===== src/sv/bfm_pkg.sv =====
`default_nettype none

package bfm_pkg;

  // Field and register widths.
  localparam int unsigned PIX_W = 8;
  localparam int unsigned DIM_W = 13;
  localparam int unsigned ROW_W = 12;
  localparam int unsigned SQ_W  = 16;
  localparam int unsigned SUM_W = 40;
  localparam int unsigned CNT_W = 24;

  // Rows per frame are capped at this height.
  localparam int unsigned MAX_HEIGHT = 4096;

  // Configuration register indexes and reset values.
  localparam int unsigned CFG_IDX_W = 1;
  localparam logic [CFG_IDX_W-1:0] CFG_FRAME_WIDTH  = 1'b0;
  localparam logic [CFG_IDX_W-1:0] CFG_FRAME_HEIGHT = 1'b1;
  localparam logic [DIM_W-1:0] FRAME_WIDTH_RST  = 13'd640;
  localparam logic [DIM_W-1:0] FRAME_HEIGHT_RST = 13'd480;

  // Bookkeeping that travels with one pixel.
  typedef struct packed {
    logic             term_en;
    logic             frame_end;
    logic             too_small;
    logic [CNT_W-1:0] count;
  } frame_info_t;

  // Gradient stage contents handed to the accumulator.
  typedef struct packed {
    logic             valid;
    logic [SQ_W-1:0]  sq;
    frame_info_t      info;
  } grad_t;

endpackage

`default_nettype wire


===== src/sv/bfm_gradient.sv =====
`default_nettype none

module bfm_gradient (
  input  wire logic                      clk_i,
  input  wire logic                      rst_ni,
  input  wire logic                      accept_i,
  input  wire logic                      advance_i,
  input  wire logic [bfm_pkg::PIX_W-1:0] pixel_i,
  input  wire logic [bfm_pkg::PIX_W-1:0] base_i,
  input  wire logic [bfm_pkg::PIX_W-1:0] right_i,
  input  wire bfm_pkg::frame_info_t      info_i,
  output bfm_pkg::grad_t                 grad_o
);
  import bfm_pkg::*;

  logic [PIX_W-1:0] dh, dv, dmax;
  logic [SQ_W-1:0]  sq_q;
  frame_info_t      info_q;
  logic             valid_q;

  // Larger of the horizontal and vertical distance-two differences, squared.
  always_comb begin
    dh   = (right_i > base_i) ? right_i - base_i : base_i - right_i;
    dv   = (pixel_i > base_i) ? pixel_i - base_i : base_i - pixel_i;
    dmax = (dh > dv) ? dh : dv;
  end

  always_ff @(posedge clk_i) begin
    if (accept_i) begin
      sq_q   <= SQ_W'(dmax) * SQ_W'(dmax);
      info_q <= info_i;
    end
  end

  // The stage holds its contents until the accumulator takes them.
  always_ff @(posedge clk_i or negedge rst_ni) begin
    if (!rst_ni) begin
      valid_q <= 1'b0;
    end else begin
      valid_q <= accept_i || (valid_q && !advance_i);
    end
  end

  always_comb begin
    grad_o.valid = valid_q;
    grad_o.sq    = sq_q;
    grad_o.info  = info_q;
  end

endmodule

`default_nettype wire


===== config.mk =====
export PLATFORM = sky130hd
export DESIGN_NAME = bfm_gradient
export DESIGN_NICKNAME = d
export VERILOG_FILES = /design/src/sv/bfm_pkg.sv /design/src/sv/bfm_gradient.sv
export SDC_FILE = /design/constraint.sdc
export NUM_CORES = 1
export LEC_CHECK = 0
export ABC_AREA = 1
export BUFFER_PORTS_ARGS = -buffer_cell sky130_fd_sc_hd__buf_4
export CAP_MARGIN = 10
export CORE_MARGIN = 2
export CORE_UTILIZATION = 45
export CTS_BUF_LIST = sky130_fd_sc_hd__clkbuf_8
export DETAILED_ROUTE_END_ITERATION = 16
export PLACE_DENSITY = 0.72
export SLEW_MARGIN = 10
export SYNTH_ARGS = -nofsm -noshare
export SYNTH_HDL_FRONTEND = slang
export SYNTH_SLANG_ARGS = --single-unit

===== constraint.sdc =====
create_clock -name clk_i -period 0.8 [get_ports clk_i]
set_clock_uncertainty 0.05 [all_clocks]
set_input_delay 0.08 -clock clk_i [delete_from_list [all_inputs] [get_ports clk_i]]
set_output_delay 0.08 -clock clk_i [all_outputs]
set_load 0.005 [all_outputs]

==> summary.md <==
| Metric | Value |
|---|---|
| Final Critical Period | `7470 ps` |
| Initial Util | `45.8%` |
| Post-route ant nets | `0` |
| Multi-input gate area | `3850 µm²` |
| Netlist Area Pre-Place | `about 4900 µm²` |
| Site row count | `38` |
| Largest net degree at the start of global routing | `22` |
| # diodes | `0` |
| Clk Latency, worst-skew pair | `~300 ps` |
| GR Util All Layers | `a little over a quarter` |
| M3 GR Usage | `approximately 3.5%` |
| Worst Setup Slack, final | `-6670 ps` |
| WP buf/inv | `10` |
| Mapped Cells | `578` |
| Final setup viols | `58` |
| Layout area overhead | `77.2%` |
| Initial antenna violation count | `0` |
| Failing checks | `setup timing` |
| Most used cell, CP | `nand2_1` |
| H-tree depth | `2` |
| Final Util | `about four fifths` |
| Sink Count | `between 40 and 50` |
| Final slew viol count | `0` |
| Drt via density | `5.38` |
| CTS tree | `yes` |
| Flops & latches, synth | `43` |
| Final WL | `between 20 and 25 mm` |
| Syn_nets | `730` |
| Share of cells above drive strength 1 | `approximately 54%` |
| Hold Fails Final Rpt | `0` |
| HP Class | `in -> async` |
| FF+latch area | `~1300 µm²` |
| Ys Warns | `0` |
| DRC Markers | `0` |
| Avg WL per Cell | `just under 20 µm` |
| Status | `finished, violations left` |
| DRT iter0 DRCs | `around 420` |
| Worst setup SP type | `primary input` |
| Net count, final | `between 1,000 and 1,500` |
| Routed vias | `5,632` |
| Sequential fraction of the synthesis area | `about a quarter` |
| Critical path class | `in -> reg` |
| RSZ-0062 raised after global routing | `yes` |
| Core Footprint | `between 10,000 and 15,000 µm²` |
| Clk slew on worst S/H paths | `80 ps` |
| First-pass GRT wire length | `approximately 25 mm` |
| TritonCTS buffer count | `5` |
| Met2 usage | `between 50 and 60%` |
| Die Height | `about 110 µm` |
| Io pins | `between 90 and 100` |
| Crit share post-route | `934%` |
| Die area | `between 10,000 and 15,000 µm²` |
| Vias in the first global route | `between 5,000 and 6,000` |
| Met1 usage | `just under 30%` |
| Synth Area per Inst | `~8.6 µm²` |
| GR peak layer | `met2` |
| Worst-path fanout max | `7` |
| Slowest CP cell | `fa_1` |
| Fmax | `between 0.1 and 0.15 GHz` |
| Hpwl dp | `11.1 mm` |
| Setup tns final | `-83,940 ps` |
| Most common cell after layout, fill and taps aside | `buf_4` |
| Synth cell types | `39` |
| Largest stage delay, worst path | `600 ps` |
| Critical Path AT | `7480 ps` |
| Fill count | `around 570` |
| CTS Buffer Depth | `2` |
| GRT overflow | `0` |
| WP data required | `810 ps` |
| Final Wtd Congestion | `between 0.9 and 1` |
| Die width | `between 100 and 150 µm` |
| Crit path max-delay family | `adder cells` |
| First drt pass iteration count | `5` |
| Clk root buf | `clkbuf_8` |
| Crit path capture type | `flop` |
| Max cap viols | `0` |
| Commonest non-fill, non-tap cells in the layout | `buf_4 (240), inv_1 (95), nand2_1 (74), buf_6 (54), ha_1 (46)` |
| Buffers added on ports | `97` |
-- kinds of logic (layout without fill, tap and decap cells) --
logic type | count (synthesis) | in the layout | synth area share, %
AOI/OAI and AO/OA | 62 | 62 | 7.57
xor gates and xnor gates | 27 | 27 | 4.78
adders and majority gates | 97 | 97 | 29.0
buffers and inverters | 141 | 468 | 11.5
DFF | 43 | 43 | 26.0
muxes | 4 | 4 | 0.810
other | 1 | 1 | 0.0759
and+or+nand+nor | 203 | 204 | 20.3
-- sequential cells by signal, indices dropped and copies added, names as in the netlist --
register and count:
valid_q 1, grad_o 27, sq_q 15
-- layout make-up --
cell class / instances / share of cell area [%]
clock buffer: 5 / 0.786
clock inverter: 3 / 0.443
inverter: 131 / 6.03
multi-input combinational: 395 / 44.0
sequential: 43 / 14.7
tap: 140 / 2.00
timing repair buffer: 329 / 32.1
-- what timing repair did --
action	4_1_cts	5_1_grt
buffers inserted	35	29
hold buffers	29	0
gates cloned	1	0
hold endpoints to repair	29	0
resized for setup	113	99
pin swaps	47	68
endpoints found under the setup margin	58	58
-- Yosys cell counts (all sizes together) --
master  count  share of area, %
a211oi      1              0.15
a21o        5              0.76
a21oi      25               2.5
a31oi       3              0.38
and3        2              0.25
buf         9               1.5
clkbuf      1             0.076
conb        1             0.076
dfrtp       1              0.51
edfxtp     42                26
fa         29                12
ha         68                17
inv       131               9.9
mux2i       4              0.81
nand2     124                11
nand3      21               2.3
nand4       7               1.6
nor2       43               3.8
o211ai      3              0.46
o21a        1              0.15
o21ai      20               2.5
o21bai      2              0.30
o221ai      2              0.35
or2         6              0.76
xnor2       5              0.89
xor2       22               3.9
-- path summary, 6_finish.rpt --
path	start	endpoint	slack, ps	cells past startpoint
hold / removal	rst_ni	valid_q$_DFF_PN0_	40	2
setup reg to reg	valid_q$_DFF_PN0_	valid_q$_DFF_PN0_	10	3
min in group clk_i	accept_i	grad_o[22]$_DFFE_PP_	160	2
max in group asynchronous	rst_ni	valid_q$_DFF_PN0_	580	2
hold reg to reg	valid_q$_DFF_PN0_	valid_q$_DFF_PN0_	600	3
setup / recovery	pixel_i[2]	sq_q[15]$_DFFE_PP_	-6670	44
-- metal layers --
layer / vias to the layer above / wire length [µm]
li1: 2468 / -
met1: 2606 / 6710
met2: 395 / 10400
met3: 163 / 1640
met4: 0 / 1760
met5: - / 0
-- metrics by stage --
stage / setup slack [ps] / std cells / hold slack [ps] / cell area, µm²
global placement: -6150 / 949 / -195 / 7030
detailed placement: -6360 / 949 / -193 / 7030
floorplan: -5810 / 578 / -266 / 5100
finish: -6670 / 1046 / 40.4 / 8760
global route: -6750 / 1046 / 50.6 / 8760
CTS: -5670 / 1021 / 34.2 / 8140
Power is not shown: default switching activity piles up to over one toggle a cycle in this logic, so the estimate is an artifact.
