$ cat config.mk
export PLATFORM = sky130hd
export DESIGN_NAME = bfm_accum
export DESIGN_NICKNAME = d
export VERILOG_FILES = /design/src/sv/bfm_pkg.sv /design/src/sv/bfm_accum.sv
export SDC_FILE = /design/constraint.sdc
export NUM_CORES = 1
export LEC_CHECK = 0
export BUFFER_PORTS_ARGS = -buffer_cell sky130_fd_sc_hd__buf_2
export CAP_MARGIN = 40
export CORE_MARGIN = 8
export CORE_UTILIZATION = 37
export DETAILED_ROUTE_END_ITERATION = 12
export MAX_ROUTING_LAYER = met4
export PLACE_DENSITY = 0.63
export SYNTH_ARGS = -nofsm -noshare
export SYNTH_HDL_FRONTEND = slang
export SYNTH_SLANG_ARGS = --single-unit
export TNS_END_PERCENT = 10
$ cat constraint.sdc
create_clock -name clk_i -period 5.29 [get_ports clk_i]
set_input_delay 0.2645 -clock clk_i [delete_from_list [all_inputs] [get_ports clk_i]]
set_output_delay 0.2645 -clock clk_i [all_outputs]
set_load 0.05 [all_outputs]
$ cat src/sv/bfm_pkg.sv
`default_nettype none

package bfm_pkg;

  // Field and register widths.
  localparam int unsigned PIX_W = 8;
  localparam int unsigned DIM_W = 13;
  localparam int unsigned ROW_W = 12;
  localparam int unsigned SQ_W  = 16;
  localparam int unsigned SUM_W = 40;
  localparam int unsigned CNT_W = 24;

  // Rows per frame are capped at this height.
  localparam int unsigned MAX_HEIGHT = 4096;

  // Configuration register indexes and reset values.
  localparam int unsigned CFG_IDX_W = 1;
  localparam logic [CFG_IDX_W-1:0] CFG_FRAME_WIDTH  = 1'b0;
  localparam logic [CFG_IDX_W-1:0] CFG_FRAME_HEIGHT = 1'b1;
  localparam logic [DIM_W-1:0] FRAME_WIDTH_RST  = 13'd640;
  localparam logic [DIM_W-1:0] FRAME_HEIGHT_RST = 13'd480;

  // Bookkeeping that travels with one pixel.
  typedef struct packed {
    logic             term_en;
    logic             frame_end;
    logic             too_small;
    logic [CNT_W-1:0] count;
  } frame_info_t;

  // Gradient stage contents handed to the accumulator.
  typedef struct packed {
    logic             valid;
    logic [SQ_W-1:0]  sq;
    frame_info_t      info;
  } grad_t;

endpackage

`default_nettype wire

$ cat src/sv/bfm_accum.sv
`default_nettype none

module bfm_accum (
  input  wire logic                       clk_i,
  input  wire logic                       rst_ni,
  input  wire bfm_pkg::grad_t             grad_i,
  output logic                            advance_o,
  output logic                            out_valid_o,
  input  wire logic                       out_ready_i,
  output logic [bfm_pkg::SUM_W-1:0]       term_sum_o,
  output logic [bfm_pkg::CNT_W-1:0]       term_count_o,
  output logic                            too_small_o
);
  import bfm_pkg::*;

  logic [SUM_W-1:0] sum_q, total;
  logic [SUM_W-1:0] out_sum_q;
  logic [CNT_W-1:0] out_count_q;
  logic             out_small_q;
  logic             out_valid_q, out_valid_d;

  // A frame end may only move on when the result register is free or is being taken.
  assign advance_o = grad_i.valid &&
                     (!grad_i.info.frame_end || !out_valid_q || out_ready_i);

  assign total = sum_q + (grad_i.info.term_en ? SUM_W'(grad_i.sq) : '0);

  // Running sum, cleared at the end of each frame.
  always_ff @(posedge clk_i or negedge rst_ni) begin
    if (!rst_ni) begin
      sum_q <= '0;
    end else if (advance_o) begin
      sum_q <= grad_i.info.frame_end ? '0 : total;
    end
  end

  // Result register.
  always_ff @(posedge clk_i) begin
    if (advance_o && grad_i.info.frame_end) begin
      out_sum_q   <= grad_i.info.too_small ? '0 : total;
      out_count_q <= grad_i.info.count;
      out_small_q <= grad_i.info.too_small;
    end
  end

  always_comb begin
    out_valid_d = out_valid_q && !out_ready_i;
    if (advance_o && grad_i.info.frame_end) begin
      out_valid_d = 1'b1;
    end
  end

  always_ff @(posedge clk_i or negedge rst_ni) begin
    if (!rst_ni) begin
      out_valid_q <= 1'b0;
    end else begin
      out_valid_q <= out_valid_d;
    end
  end

  assign out_valid_o  = out_valid_q;
  assign term_sum_o   = out_sum_q;
  assign term_count_o = out_count_q;
  assign too_small_o  = out_small_q;

  // A frame that is too small reports neither sum nor count.
  a_small_zero: assert property (@(posedge clk_i) disable iff (!rst_ni)
    out_valid_q && out_small_q |-> (out_sum_q == '0) && (out_count_q == '0))
    else $error("too small frame reports a non-zero result");

  // The sum restarts after each frame end.
  a_sum_cleared: assert property (@(posedge clk_i) disable iff (!rst_ni)
    advance_o && grad_i.info.frame_end |=> (sum_q == '0))
    else $error("running sum not cleared at frame end");

  // A pending result is never overwritten before it is taken.
  a_no_overwrite: assert property (@(posedge clk_i) disable iff (!rst_ni)
    out_valid_q && !out_ready_i |-> !(advance_o && grad_i.info.frame_end))
    else $error("pending result overwritten");

endmodule

`default_nettype wire

==> reports/qor.csv <==
stage,metric,value,unit
floorplanning,fp.dieW,136.4,microns
worst_setup_path,path_cells,ha_1 > inv_1 > fa_1 > nand2b_1 > a21oi_1 > o211a_4 > o311ai_4 > a2111oi_2 > xnor2_1 > nor2_1,
floorplanning,ios,114,
clocking,cts_made_buffers,9,
global_route,grt_use_met3,2.254,%
synthesis,ys_seq_elements,106,
worst_setup_path,max_stage_delay,580,ps
floorplanning,die-area,0.01861,sq mm
clocking,cts_root_buf,clkbuf_16,
timing,finalSetupTns,0,ps
cells_and_area,mostFrequentLayoutCells,"buf_2, edfxtp_1, dfrtp_1, nor2_1, nand2_1",
cells_and_area,drive_above_1_share,25.13,%
clocking,post-cts-setup-buffers,0,
synthesis,synth_area_leaders,"edfxtp_1, dfrtp_1, xnor2_1, ha_1, a21oi_1",
clocking,cts_resized,0,
clocking,cts_tree,yes,
synthesis,syn-num-nets,545,
clocking,htreeDepth,3,
worst_setup_path,cp-start-kind,flip-flop,
hold_path,worstHoldEndpoint,term_count_o[3]$_DFFE_PP_,
clocking,clk-insertion-delay-late,350,ps
synthesis,avgSynthCellArea,11.15,sq um
synthesis,synth_top_area_share,36.39,%
worst_setup_path,rr_startpoint,sum_q[0]$_DFFE_PN0P_,
global_route,top_usage_layer,met2,
routing,num_vias,4038,
hold_path,hold_path.startpoint,grad_i[3],
power,total_leakage_power,2.765,nW
synthesis,async_flop_share,38.68,%
global_route,grt_max_degree,67,
place,dp_hpwl,9125,microns
global_route,grt_pass1_vias,4155,
clocking,cts_hold_buf,1,
synthesis,synth_area,0.005364,sq mm
cells_and_area,area_growth,19.27,%
worst_setup_path,reg2reg_depth,10,
floorplanning,core_area,0.01437,sq mm
global_route,antenna_found_initial,0,
synthesis,synth.distinct_cells,53,
timing,period_needed,2895,ps
timing,slew_viol_final,0,
clocking,clk_path_buf_depth,2,
routing,drt_iter0_drc,312,
synthesis,synth-edff-count,65,
global_route,met2_usage,23.32,%
floorplanning,die-height,136.4,microns
routing,viasPerCell,5.197,
synthesis,ys_warn_count,0,
synthesis,synth_cells,481,
job,cap_violations,0,
timing,maxSlewHeadroom,41.29,%
routing,routed_wl,13220,microns
place,port_buffers,113,
timing,clock_skew,8.300,ps
timing,fin_crit_sh,54.73,%
timing,rsz0062_at_grt,false,
floorplanning,start_util,37.33,%
synthesis,synth.largest_area_cell,edfxtp_1,
power,power_density,309.2,mW/mm^2
worst_setup_path,r2r-end,term_sum_o[36]$_SDFFCE_PP0P_,
worst_setup_path,path_class,flip-flop to flip-flop,
routing,drc,0,
worst_setup_path,slowest_stage,a2111oi_2,
timing,finalSetupViolations,0,
clocking,clk_pin_slew_worst_paths,70,ps
place,placed_area,0.006115,sq mm
global_route,grt-ovfl-total,0,
timing,hold_viol,0,
routing,first_pass_iters,5,
worst_setup_path,cp-end-kind,flip-flop,
worst_setup_path,critPathBufInv,1,
worst_setup_path,worstPathArrival,2970,ps
cells_and_area,final_area,0.006397,sq mm
run_status,status,"finished, final reports clean",
cells_and_area,final_common_cell,buf_2,
worst_setup_path,ff2ff_setup_slack,2390,ps
hold_path,holdPathStages,1,
routing,ant_nets,0,
timing,clock.fmax,345.4,MHz
place,gp_congestion,0.8902,
timing,tightest_slew,880.6,ps
cells_and_area,final_nets,652,
hold_path,hold_class,input port to flip-flop,
cells_and_area,diodes,0,
worst_setup_path,crit_family,compound AO/OA/AOI/OAI gates,
global_route,grt_use_total,14.74,%
synthesis,synthFlopType,edfxtp_1,
power,vdd_drop_max,0.0001733,V
clocking,cts.sinks,106,
worst_setup_path,path_max_fanout,13,
floorplanning,rows,44,
routing,wl_per_cell,17.02,microns
global_route,use_met1,18.59,%
worst_setup_path,worstPathRequired,5360,ps
global_route,grt_pass1_wl,21100,microns
synthesis,seq_area_frac_synth,55.52,%
[cell usage after synthesis, types with 2 or more instances]
| master | count |
|---|---|
| edfxtp_1 | 65 |
| dfrtp_1 | 41 |
| nor2_1 | 40 |
| nand2_1 | 36 |
| a21oi_1 | 33 |
| xnor2_1 | 27 |
| o21ai_0 | 20 |
| and2_1 | 18 |
| ha_1 | 16 |
| a21o_1 | 15 |
| clkbuf_1 | 15 |
| inv_1 | 15 |
| nor2b_1 | 13 |
| a22o_1 | 12 |
| nand3_1 | 11 |
| xor2_1 | 10 |
| o21ai_1 | 9 |
| nand4_1 | 8 |
| or3_1 | 8 |
| a31oi_1 | 6 |
| and3_1 | 6 |
| nor4_1 | 5 |
| buf_2 | 4 |
| o31ai_1 | 4 |
| nand2b_1 | 3 |
| nor3_1 | 3 |
| nor3b_1 | 3 |
| o21a_1 | 3 |
| a2111oi_2 | 2 |
| a211o_1 | 2 |
| a211oi_2 | 2 |
| buf_1 | 2 |
| mux2i_1 | 2 |
| o211ai_1 | 2 |
| or2_2 | 2 |
[worst max-delay path by stage]
stage,startpoint,depth (start not counted),to
finish,sum_q[0]$_DFFE_PN0P_,10,term_sum_o[36]$_SDFFCE_PP0P_
global route,sum_q[0]$_DFFE_PN0P_,10,sum_q[36]$_DFFE_PN0P_
CTS,sum_q[0]$_DFFE_PN0P_,10,term_sum_o[36]$_SDFFCE_PP0P_
detailed placement,grad_i[26],12,term_sum_o[36]$_SDFFCE_PP0P_
global placement,grad_i[26],12,term_sum_o[34]$_SDFFCE_PP0P_
floorplan,out_valid_o$_DFF_PN0_,5,term_count_o[0]$_DFFE_PP_
[power breakdown]
| group | internal, W | total (W) | leakage, nW | switching [W] |
|---|---|---|---|---|
| registers | 0.000936 | 0.000958 | 1.18 | 0.0000219 |
| clock network | 0.000320 | 0.000626 | 0.122 | 0.000306 |
| logic | 0.000129 | 0.000394 | 1.46 | 0.000265 |
| total | 0.00139 | 0.00198 | 2.76 | 0.000593 |
[routing by layer]
layer / share of wire, % / vias up
li1: - / 1957
met1: 47 / 1946
met2: 46 / 118
met3: 5.3 / 17
met4: 1.8 / 0
met5: 0 / -
[cell type report]
| class | instances | area (sq um) |
|---|---|---|
| Fill cell | 1379 | 7971 |
| Multi-Input combinational cell | 337 | 2235 |
| Sequential cell | 106 | 2978 |
| Timing Repair Buffer | 119 | 625.6 |
| Clock inverter | 6 | 43.79 |
| Tap cell | 184 | 230.2 |
| Clock buffer | 10 | 229.0 |
| Inverter | 15 | 56.30 |
[logic make-up (layout without fill, tap and decap cells)]
| family | Yosys count | in the layout | synth area share, % |
|---|---|---|---|
| buf+inv | 38 | 150 | 2.962 |
| xor+xnor | 37 | 37 | 6.042 |
| fa+ha+maj | 17 | 17 | 4.105 |
| mux | 2 | 2 | 0.3732 |
| compound gates | 120 | 120 | 15.65 |
| simple gates | 161 | 161 | 15.35 |
| flops | 106 | 106 | 55.52 |
[flip-flops by register name, summed over array words and instances, names as in the netlist]
register,count
out_valid_o,1
too_small_o,1
term_sum_o,40
term_count_o,24
sum_q,40
[metrics by stage]
| step | hold WS [ps] | util (%) | worst slack (ps) | total power [W] | cells |
|---|---|---|---|---|---|
| after floorplan | -31.09 | - | 978.9 | 0.001266 | 481 |
| after global placement | 441.0 | 42.36 | 2170 | 0.001364 | 758 |
| after detailed placement | 248.5 | 42.55 | 2094 | 0.001370 | 760 |
| after CTS | 78.00 | 44.52 | 2388 | 0.002000 | 777 |
| after global routing | 79.37 | 44.52 | 2106 | 0.002067 | 777 |
| final | 89.45 | 44.52 | 2395 | 0.001978 | 777 |
[worst reg2reg max path: cells and delay by family (launching register included)]
family | cells | cell delay, ps
adders and majority gates | 2 | 550
AOI/OAI and AO/OA | 4 | 1270
DFF | 1 | 350
buffers and inverters | 1 | 60
and+or+nand+nor | 2 | 220
xor gates and xnor gates | 1 | 170
(Power assumes the default switching activity.)
