File: src/sv/bfm_pkg.sv
`default_nettype none

package bfm_pkg;

  // Field and register widths.
  localparam int unsigned PIX_W = 8;
  localparam int unsigned DIM_W = 13;
  localparam int unsigned ROW_W = 12;
  localparam int unsigned SQ_W  = 16;
  localparam int unsigned SUM_W = 40;
  localparam int unsigned CNT_W = 24;

  // Rows per frame are capped at this height.
  localparam int unsigned MAX_HEIGHT = 4096;

  // Configuration register indexes and reset values.
  localparam int unsigned CFG_IDX_W = 1;
  localparam logic [CFG_IDX_W-1:0] CFG_FRAME_WIDTH  = 1'b0;
  localparam logic [CFG_IDX_W-1:0] CFG_FRAME_HEIGHT = 1'b1;
  localparam logic [DIM_W-1:0] FRAME_WIDTH_RST  = 13'd640;
  localparam logic [DIM_W-1:0] FRAME_HEIGHT_RST = 13'd480;

  // Bookkeeping that travels with one pixel.
  typedef struct packed {
    logic             term_en;
    logic             frame_end;
    logic             too_small;
    logic [CNT_W-1:0] count;
  } frame_info_t;

  // Gradient stage contents handed to the accumulator.
  typedef struct packed {
    logic             valid;
    logic [SQ_W-1:0]  sq;
    frame_info_t      info;
  } grad_t;

endpackage

`default_nettype wire

File: src/sv/bfm_scan.sv
`default_nettype none

module bfm_scan #(
  parameter int unsigned MAX_WIDTH = 4096,
  parameter int unsigned AW        = $clog2(MAX_WIDTH)
) (
  input  wire logic                           clk_i,
  input  wire logic                           rst_ni,
  input  wire logic                           cfg_we_i,
  input  wire logic [bfm_pkg::CFG_IDX_W-1:0]  cfg_idx_i,
  input  wire logic [bfm_pkg::DIM_W-1:0]      cfg_data_i,
  input  wire logic                           accept_i,
  output logic [AW-1:0]                       col_o,
  output logic [AW-1:0]                       rd_addr_o,
  output logic [AW-1:0]                       rd_addr2_o,
  output bfm_pkg::frame_info_t                info_o
);
  import bfm_pkg::*;

  logic [DIM_W-1:0] width_q, height_q;
  logic [DIM_W-1:0] w_eff, h_eff;
  logic [AW-1:0]    col_q, col_d, col_inc;
  logic [ROW_W-1:0] row_q, row_d;
  logic             last_col, last_row;
  logic [2*DIM_W-1:0] product;

  // Configuration registers.
  always_ff @(posedge clk_i or negedge rst_ni) begin
    if (!rst_ni) begin
      width_q  <= FRAME_WIDTH_RST;
      height_q <= FRAME_HEIGHT_RST;
    end else if (cfg_we_i) begin
      unique case (cfg_idx_i)
        CFG_FRAME_WIDTH:  width_q  <= cfg_data_i;
        CFG_FRAME_HEIGHT: height_q <= cfg_data_i;
        default: ;
      endcase
    end
  end

  // Effective dimensions: zero reads as one, large values are capped.
  always_comb begin
    if (width_q == '0) begin
      w_eff = DIM_W'(1);
    end else if (32'(width_q) > MAX_WIDTH) begin
      w_eff = DIM_W'(MAX_WIDTH);
    end else begin
      w_eff = width_q;
    end
    if (height_q == '0) begin
      h_eff = DIM_W'(1);
    end else if (32'(height_q) > MAX_HEIGHT) begin
      h_eff = DIM_W'(MAX_HEIGHT);
    end else begin
      h_eff = height_q;
    end
  end

  // Position within the frame and the flags of the current pixel.
  assign last_col = (32'(col_q) + 32'd1) >= 32'(w_eff);
  assign last_row = (32'(row_q) + 32'd1) >= 32'(h_eff);
  assign col_inc  = col_q + AW'(1);
  assign product  = (2*DIM_W)'(w_eff - DIM_W'(2)) * (2*DIM_W)'(h_eff - DIM_W'(2));

  always_comb begin
    info_o.term_en   = (row_q >= ROW_W'(2)) && ((32'(col_q) + 32'd2) < 32'(w_eff));
    info_o.frame_end = last_col && last_row;
    info_o.too_small = (w_eff < DIM_W'(4)) || (h_eff < DIM_W'(4));
    info_o.count     = info_o.too_small ? '0 : product[CNT_W-1:0];
  end

  always_comb begin
    col_d = col_q;
    row_d = row_q;
    if (accept_i) begin
      if (last_col) begin
        col_d = '0;
        row_d = last_row ? '0 : row_q + ROW_W'(1);
      end else begin
        col_d = col_inc;
      end
    end
  end

  always_ff @(posedge clk_i or negedge rst_ni) begin
    if (!rst_ni) begin
      col_q <= '0;
      row_q <= '0;
    end else begin
      col_q <= col_d;
      row_q <= row_d;
    end
  end

  // Line buffer reads are issued for the position of the next pixel.
  assign col_o      = col_q;
  assign rd_addr_o  = col_d;
  assign rd_addr2_o = ((32'(col_d) + 32'd2) < MAX_WIDTH) ? col_d + AW'(2) : '0;

  // The column never leaves the line buffer.
  a_col_in_range: assert property (@(posedge clk_i) disable iff (!rst_ni)
    32'(col_q) < MAX_WIDTH)
    else $error("column position beyond line buffer depth");

endmodule

`default_nettype wire

File: config.mk
export PLATFORM = sky130hd
export DESIGN_NAME = bfm_scan
export DESIGN_NICKNAME = d
export VERILOG_FILES = /design/src/sv/bfm_pkg.sv /design/src/sv/bfm_scan.sv
export SDC_FILE = /design/constraint.sdc
export NUM_CORES = 1
export LEC_CHECK = 0
export BUFFER_PORTS_ARGS = -buffer_cell sky130_fd_sc_hd__buf_4
export CAP_MARGIN = 5
export CORE_MARGIN = 2
export CORE_UTILIZATION = 55
export DETAILED_ROUTE_END_ITERATION = 12
export GPL_ROUTABILITY_DRIVEN = 0
export MAX_ROUTING_LAYER = met4
export PLACE_DENSITY = 0.8
export SLEW_MARGIN = 5
export SYNTH_ARGS = -nofsm -noshare
export SYNTH_HDL_FRONTEND = slang
export SYNTH_SLANG_ARGS = --single-unit
File: constraint.sdc
create_clock -name clk_i -period 11.01 [get_ports clk_i]
set_input_delay 2.202 -clock clk_i [delete_from_list [all_inputs] [get_ports clk_i]]
set_output_delay 2.202 -clock clk_i [all_outputs]
set_load 0.005 [all_outputs]
==> results of run 1 <==
==> kinds of logic after synthesis <==
kind of cell / count (synthesis) / synth area share [%]
AND/OR/NAND/NOR: 432 / 18.1
buffers and inverters: 275 / 9.62
adder cells (fa/ha/maj): 274 / 42.7
AO/OA/AOI/OAI: 145 / 8.97
XOR/XNOR: 77 / 6.43
flip-flops: 50 / 11.5
multiplexers: 26 / 2.65
==> metrics by stage <==
stage | cell area [sq um] | std cells | utilization, %
after floorplan | 10900 | 1279 | -
after global routing | 12000 | 1609 | 61.6
after CTS | 12000 | 1609 | 61.6
after global placement | 11800 | 1601 | 60.8
final | 12000 | 1609 | 61.6
after detailed placement | 11800 | 1601 | 60.8
==> path summary, 6_finish.rpt <==
| path | from | endpoint | cells after the start |
|---|---|---|---|
| setup reg to reg | width_q[3] | row_q[0] | 14 |
| max in group asynchronous | rst_ni | width_q[12] | 1 |
| hold / removal | height_q[11] | height_q[11] | 1 |
| setup / recovery | width_q[12] | info_o[23] | 26 |
| hold reg to reg | height_q[11] | height_q[11] | 1 |
| min in group asynchronous | rst_ni | row_q[1] | 1 |
==> sequential cells by signal, summed over array words and instances (netlist names) <==
register  cells
col_o        12
height_q     13
width_q      13
row_q        12
==> cell usage after synthesis (10+ instances only) <==
cell	instances	share of area, %
o21a_1	11	0.75
o21ai_0	41	1.9
nand3_1	25	1.1
or2_2	10	0.57
and3_1	12	0.69
nor3_1	20	0.91
fa_1	166	30
nand2_1	143	4.9
and2_1	11	0.63
xor2_1	21	1.7
mux2_2	24	2.5
ha_1	108	12
dfrtp_1	44	10
nor2_1	139	4.8
nor2b_1	10	0.57
inv_1	234	8.0
nand2b_1	31	1.8
a21o_1	18	1.2
a21oi_1	17	0.78
clkbuf_1	32	1.1
xnor2_1	53	4.2
==> layout make-up <==
type | count | area share, %
Tap cell | 265 | 2.76
Clock inverter | 2 | 0.136
Sequential cell | 50 | 10.5
Timing Repair Buffer | 96 | 6.01
Inverter | 236 | 7.38
Multi-Input combinational cell | 954 | 72.1
Clock buffer | 6 | 1.16
==> metal layers <==
metal | vias up | wire length [microns]
li1 | 4186 | -
met1 | 4381 | 10600
met2 | 381 | 13100
met3 | 70 | 1880
met4 | 0 | 1080
met5 | - | 0
==> worst max-delay path, stage by stage, from the launching register on <==
cell and delay (ns):
dfrtp_1 0.47, nor2b_1 0.51, clkinv_1 0.22, ha_1 0.36, nand3_1 0.11, a21oi_1 0.08, a21oi_1 0.58, nand2_1 0.18
fa_1 0.52, fa_1 0.52, inv_1 0.05, fa_1 0.49, fa_1 0.52, fa_1 0.54, inv_1 0.05, fa_1 0.53
inv_1 0.04, ha_1 0.35, a21oi_1 0.15, o21ai_0 0.12, o31ai_1 0.46, o21ai_0 0.20, o41a_1 0.38, a31oi_1 0.23
xnor2_1 0.14, nor2_1 0.05, buf_4 0.14
==> flow_summary.toml, run 1 <==
[status]
outcome = "finished, final reports clean"

[run]
maxCapViolCount = 0

[clock_tree]
cts.path.max_buffers = 2
cts_setup_buffers = 0
cts_buffers = 5
postCtsHoldBufs = 0
cts_tree = "done"
clock_latency_ns = 0.29
clk_pin_slew_ns = 0.06
cts_root_buffer = "clkbuf_16"
htreeDepth = 2
cts_sinks = 50
cts_resized = 0

[synth]
ys_types = 64
synth_edf_count = 0
synth-seq-cells = 50
syn_area_per_cell_sq_um = 8.55
synth_warnings = 0
synthArstFlopShare_pct = 100
synth_ff_type = "dfrtp_1"
synthesis.nets = 1571
syn_inst = 1279
synth.cell_area_sq_um = 10900
yosysSeqAreaShare_pct = 11.5

[timing]
fin_crit_ns = 10.49
slew_viol_final = 0
fin_ws_ns = 0.520
setup_viol = 0
finalCritPeriodShare_pct = 95.3
relSlewSlack_pct = 44.9
grt_setup_unrepaired = "no"
fin_hold_ws_ns = 0.523
clock.fmax_ghz = 0.0953
tns_ns = 0
worstMarginPinSlew_ns = 0.821
final_hold_viol_count = 0
skew_ns = 0.0107

[layout]
drive_above_1_share_pct = 11.7
final_common_cell = "inv_1"
areaGrowthSynthToFinish_pct = 9.64
layout.nets = 1635
ff_latch_area_sq_um = 1260
nFillCells = 1636
most-common-layout-cells = "inv_1 (234), fa_1 (166), nand2_1 (143)"
multi_input_area_sq_um = 8640
num_antenna_cells = 0

[global_routing]
use_met2_pct = 45.7
antenna_found_initial = 0
top_usage_layer = "met2"
grt_max_degree = 51
grt_pass1_wl_microns = 45500
use_met1_pct = 33.6
overflow = 0
grtUsageTotal_pct = 27.2
grt_pass1_vias = 9347
grt_util_met3_pct = 3.52

[floorplan]
fp-row-count = 51
ios = 81
die_y_microns = 145
dieArea_sq_um = 21000
initial_utilization_pct = 56.2
core_region_area_sq_um = 19500
fp.dieW_microns = 145

[detailed_routing]
drt-initial-drc-count = 773
routed_wl_microns = 26700
routed_via_density = 5.60
dr_total_vias = 9018
drt_pass1_iterations = 6
postRouteAntennaNets = 0
detail_route.wl_per_cell_microns = 16.6
drcViolationCount = 0

[placement]
hpwlAfterDp_microns = 22400
post-place-ws_ns = 0.794
io_buffers = 80

[critical_path]
required_ns = 8.81
path_class = "reg -> out"
r2r_slack_ns = 6.74
end_kind = "output port"
startpoint_type = "register"
cp.arrival_ns = 8.29
critPathMaxFanout = 10

[min_path]
hold_class = "reg -> reg"
Power of run 1 is left out: the tool's default activity adds up to more than one toggle a clock period on the data nets, which glitch-free logic cannot reach.
==> run 2, diff against run 1 <==
--- a/config.mk
+++ b/config.mk
@@ -5,14 +5,14 @@
 export SDC_FILE = /design/constraint.sdc
 export NUM_CORES = 1
 export LEC_CHECK = 0
-export BUFFER_PORTS_ARGS = -buffer_cell sky130_fd_sc_hd__buf_4
 export CAP_MARGIN = 5
 export CORE_MARGIN = 2
 export CORE_UTILIZATION = 55
 export DETAILED_ROUTE_END_ITERATION = 12
+export DONT_BUFFER_PORTS = 1
 export GPL_ROUTABILITY_DRIVEN = 0
 export MAX_ROUTING_LAYER = met4
-export PLACE_DENSITY = 0.8
+export PLACE_DENSITY = 0.76
 export SLEW_MARGIN = 5
 export SYNTH_ARGS = -nofsm -noshare
 export SYNTH_HDL_FRONTEND = slang
==> run 2 against run 1 <==
  * Register-to-register slack barely moved
  * Via count down 3.3%
  * Non-clock buffer count decreased by 81
  * Clock skew shrank 0.0017 ns
  * Wire length decreased by 2.5%
==> flow_summary.toml, run 2 (synthesis results as in run 1) <==
[critical_path]
critical_path.top_delay_family = "adder cells"
path_cells = "nor2b_1 -> clkinv_1 -> ha_1 -> xnor2_1 -> nand2_1 -> fa_1 -> inv_1 -> fa_1 -> fa_1 -> fa_1 -> fa_1 -> inv_1 -> fa_1 -> inv_1 -> ha_1 -> a21oi_1 -> o21ai_0 -> o31ai_2 -> o21ai_0 -> o41a_1 -> a31oi_1 -> xnor2_1 -> nor2_1"
slowest_delay_ns = 0.75
path_class = "reg -> out"
critPathMaxFanout = 12
cp_slowest_cell = "xnor2_1"
critPathMostFrequentCell = "fa_1"
cp.arrival_ns = 8.28
required_ns = 8.81
end_kind = "output port"
path_buf_inv = 4
startpoint_type = "register"

[detailed_routing]
routed_wl_microns = 26000
highest_layer = "met4"
postRouteAntennaNets = 0
routed_via_density = 5.71
drcViolationCount = 0
drt_pass1_iterations = 6
dr_total_vias = 8719
detail_route.wl_per_cell_microns = 17.0
dr_wl_met2_microns = 12700
wl_met3_microns = 1770
met1_length_microns = 10500
drt-initial-drc-count = 507

[clock_tree]
clk_pin_slew_ns = 0.07
clock_latency_ns = 0.29
htreeDepth = 2
cts_setup_buffers = 0
postCtsHoldBufs = 0
cts_root_buffer = "clkbuf_16"
cts_tree = "done"
cts_buffers = 5
cts.path.max_buffers = 2
cts_sinks = 50

[placement]
hpwlAfterDp_microns = 21700
io_buffers = 0
dp.cells = 1520

[global_routing]
grt_pass1_vias = 9047
grtUsageTotal_pct = 26.1
overflow = 0
grt_pass1_wl_microns = 43700
grt_max_degree = 51
antenna_found_initial = 0

[layout]
most-common-layout-cells = "inv_1 (234), fa_1 (166), nand2_1 (143)"
reg_top3 = "height_q x13, width_q x13"
drive_above_1_share_pct = 6.02
nFillCells = 1738
multi_input_area_sq_um = 8650
num_antenna_cells = 0
ff_latch_area_sq_um = 1260
final-instance-count-excl-fill = 1528
layout.nets = 1554
areaGrowthSynthToFinish_pct = 4.01
final_common_cell = "inv_1"

[floorplan]
fp-row-count = 51
dieArea_sq_um = 21000
ios = 81
initial_utilization_pct = 56.2
core_region_area_sq_um = 19500
die_y_microns = 145
fp.dieW_microns = 145

[timing]
slew_viol_final = 0
fin_hold_ws_ns = 0.563
setup_viol = 0
tns_ns = 0
fin_crit_ns = 10.48
grt_setup_unrepaired = "no"
relSlewSlack_pct = 41.2
finalCritPeriodShare_pct = 95.2
clock.fmax_ghz = 0.0954
final_hold_viol_count = 0
worstMarginPinSlew_ns = 0.876
skew_ns = 0.00899

[min_path]
hold_class = "reg -> reg"

[status]
outcome = "finished, final reports clean"

[run]
maxCapViolCount = 0
run 2: changes by cell type in the layout (fill, tap and decap cells not counted), sizes merged:
cell,before,now
clkinv,1,2
buf,96,15
clkinvlp,1,0
run 2: repair_timing:
item,CTS,global route
gates resized for setup,0,3
endpoints found under the setup margin,0,1
hold endpoints to repair,0,0
run 2: path summary, 6_finish.rpt:
check | end | from | slack (ns) | cells after the start
setup / recovery | info_o[23] | width_q[12] | 0.53 | 23
hold / removal | row_q[11] | row_q[11] | 0.56 | 2
setup reg to reg | row_q[0] | width_q[3] | 6.74 | 14
hold reg to reg | row_q[11] | row_q[11] | 0.56 | 2
max in group asynchronous | width_q[9] | rst_ni | 9.22 | 0
min in group asynchronous | row_q[7] | rst_ni | 1.59 | 0
run 2: cell type report:
type                    count  area share (%)
repair buffers             15           0.989
flip-flops and latches     50            11.1
clock buffers               6            1.13
multi-input cells         954            76.0
inverters                 236            7.78
well taps                 265            2.91
clock inverters             2           0.121
run 2: through the flow:
stage / setup WS, ns / instance area [sq um] / util, %
floorplan: 1.38 / 10900 / -
global placement: 0.989 / 11200 / 57.7
detailed placement: 0.741 / 11200 / 57.7
CTS: 0.414 / 11400 / 58.4
global route: 0.0736 / 11400 / 58.5
finish: 0.526 / 11400 / 58.5
run 2: per-layer routing:
layer / GRT usage [%] / up-vias
met2: 44.1 / 325
met1: 31.6 / 4303
met3: 4.15 / 78
met5: - / -
met4: 9.80 / 0
li1: - / 4013
run 2: worst reg2reg max path: cells and delay by family, from the launching register on:
family	cells	cell delay [ns]
buffers and inverters	2	0.53
DFF	1	0.47
muxes	1	0.23
AOI/OAI and AO/OA	5	0.94
and+or+nand+nor	5	1.74
adders and majority gates	1	0.30
Power of run 2 is left out for the same reason.
==> run 3, diff against run 2 <==
==> constraint.sdc (replaced) <==
create_clock -name clk_i -period 11.01 [get_ports clk_i]
set_input_delay 0.5505 -clock clk_i [delete_from_list [all_inputs] [get_ports clk_i]]
set_output_delay 0.5505 -clock clk_i [all_outputs]
set_load 0.005 [all_outputs]
==> run 3 against run 2 <==
  * Setup slack improved by 1.3 ns
  * Largest cell class unchanged
  * Via count decreased by 1.1%
  * Flip-flop and latch count unchanged
  * Die area unchanged
  * Final cell count decreased by 0.20%
  * Hold slack got worse by 0.47 ns
  * First-iteration DRC count increased by 17%
  * Fmax increased by 14%
  * Critical path type unchanged
  * Final area about the same
==> flow_summary.toml, run 3 (synthesis results as in run 1) <==
[placement]
detailed_place.area_sq_um = 11200
io_buffers = 0
hpwlAfterDp_microns = 21600

[clock_tree]
cts_buffers = 5
htreeDepth = 2
cts_tree = "done"
cts_resized = 0
cts_setup_buffers = 0
cts_sinks = 50
clk_pin_slew_ns = 0.08
cts_root_buffer = "clkbuf_16"
cts.path.max_buffers = 2
postCtsHoldBufs = 1
clock_latency_ns = 0.30

[critical_path]
startpoint_type = "register"
critical_path.top_delay_family = "adder cells"
path_buf_inv = 4
path_cells = "nor2b_1 -> clkinv_1 -> ha_1 -> xnor2_1 -> nand2_1 -> fa_1 -> inv_1 -> fa_1 -> fa_1 -> fa_1 -> fa_1 -> inv_1 -> fa_1 -> inv_1 -> ha_1 -> a21oi_1 -> o21ai_0 -> o31ai_1 -> o21ai_0 -> o41a_1 -> a31oi_1 -> xnor2_1 -> nor2_1"
critPathLaunch = "width_q[12]"
slowest_delay_ns = 0.86
required_ns = 10.46
end_kind = "output port"
reg2regPathDepth = 14
cp.arrival_ns = 8.62
cp_slowest_cell = "xnor2_1"
path_depth = 23
critPathMaxFanout = 12
path_class = "reg -> out"
critPathMostFrequentCell = "fa_1"
r2r_start = "width_q[4]"

[min_path]
hold_class = "in -> async"

[timing]
fin_crit_ns = 9.17
skew_ns = 0.00816
clock.fmax_ghz = 0.109
setup_viol = 0
finalCritPeriodShare_pct = 83.3
final_hold_viol_count = 0
relSlewSlack_pct = 31.0
slew_viol_final = 0
tns_ns = 0
worstMarginPinSlew_ns = 1.03
fin_hold_ws_ns = 0.0903
grt_setup_unrepaired = "no"

[floorplan]
die_y_microns = 145
core_region_area_sq_um = 19500
fp-row-count = 51
dieArea_sq_um = 21000
ios = 81
initial_utilization_pct = 56.2
fp.dieW_microns = 145

[detailed_routing]
drt_pass1_iterations = 5
routed_wl_microns = 26200
drcViolationCount = 0
routed_via_density = 5.65
drt-initial-drc-count = 592
detail_route.wl_per_cell_microns = 17.2
postRouteAntennaNets = 0
dr_total_vias = 8623

[layout]
areaGrowthSynthToFinish_pct = 3.98
nFillCells = 1713
post-route-util_pct = 58.5
most-common-layout-cells = "inv_1 (234), fa_1 (166), nand2_1 (143)"
final_common_cell = "inv_1"
layout.nets = 1551
reg_top3 = "height_q x13, width_q x13"
num_antenna_cells = 0
fin_area_sq_um = 11400
drive_above_1_share_pct = 5.71

[global_routing]
overflow = 0
grt_pass1_vias = 9012
grt_pass1_wl_microns = 44400
antenna_found_initial = 0
grtUsageTotal_pct = 26.5
use_met2_pct = 44.7
grt_max_degree = 45
top_usage_layer = "met2"
grt_util_met3_pct = 3.40
use_met1_pct = 33.8

[run]
maxCapViolCount = 0

[status]
outcome = "finished, final reports clean"
==> run 3: changes by cell type in the layout (fill, tap and decap cells not counted), sizes merged <==
| cell | before | now |
|---|---|---|
| buf | 15 | 12 |
| inv | 236 | 237 |
| clkbuf | 6 | 5 |
==> run 3: cell type report <==
type	count	area (sq um)	area share, %
inverters	236	886	7.79
well taps	265	332	2.91
flip-flops and latches	50	1260	11.1
clock inverters	3	28.8	0.253
repair buffers	12	110	0.968
clock buffers	5	125	1.10
multi-input cells	954	8640	75.9
==> run 3: metal layers <==
layer	part of all wire, %	wire, microns	up-vias
li1	-	-	4009
met1	41	10600	4218
met2	50	13000	342
met3	7.0	1830	54
met4	2.7	699	0
met5	0	0	-
==> run 3: path summary, 6_finish.rpt <==
kind,endpoint,slack (ns)
worst max-delay path,info_o[23],1.84
worst min-delay path,row_q[2],0.09
worst max register to register,row_q[0],6.76
worst min register to register,height_q[11],0.56
max in group asynchronous,width_q[11],10.70
min in group clk_i,width_q[0],0.37
==> run 3: per-stage QoR <==
stage | setup slack (ns) | cells
after floorplan | 3.04 | 1279
after CTS | 1.98 | 1525
after global routing | 1.39 | 1525
after global placement | 2.61 | 1516
final | 1.84 | 1525
after detailed placement | 2.31 | 1516
Power of run 3 is left out for the same reason.
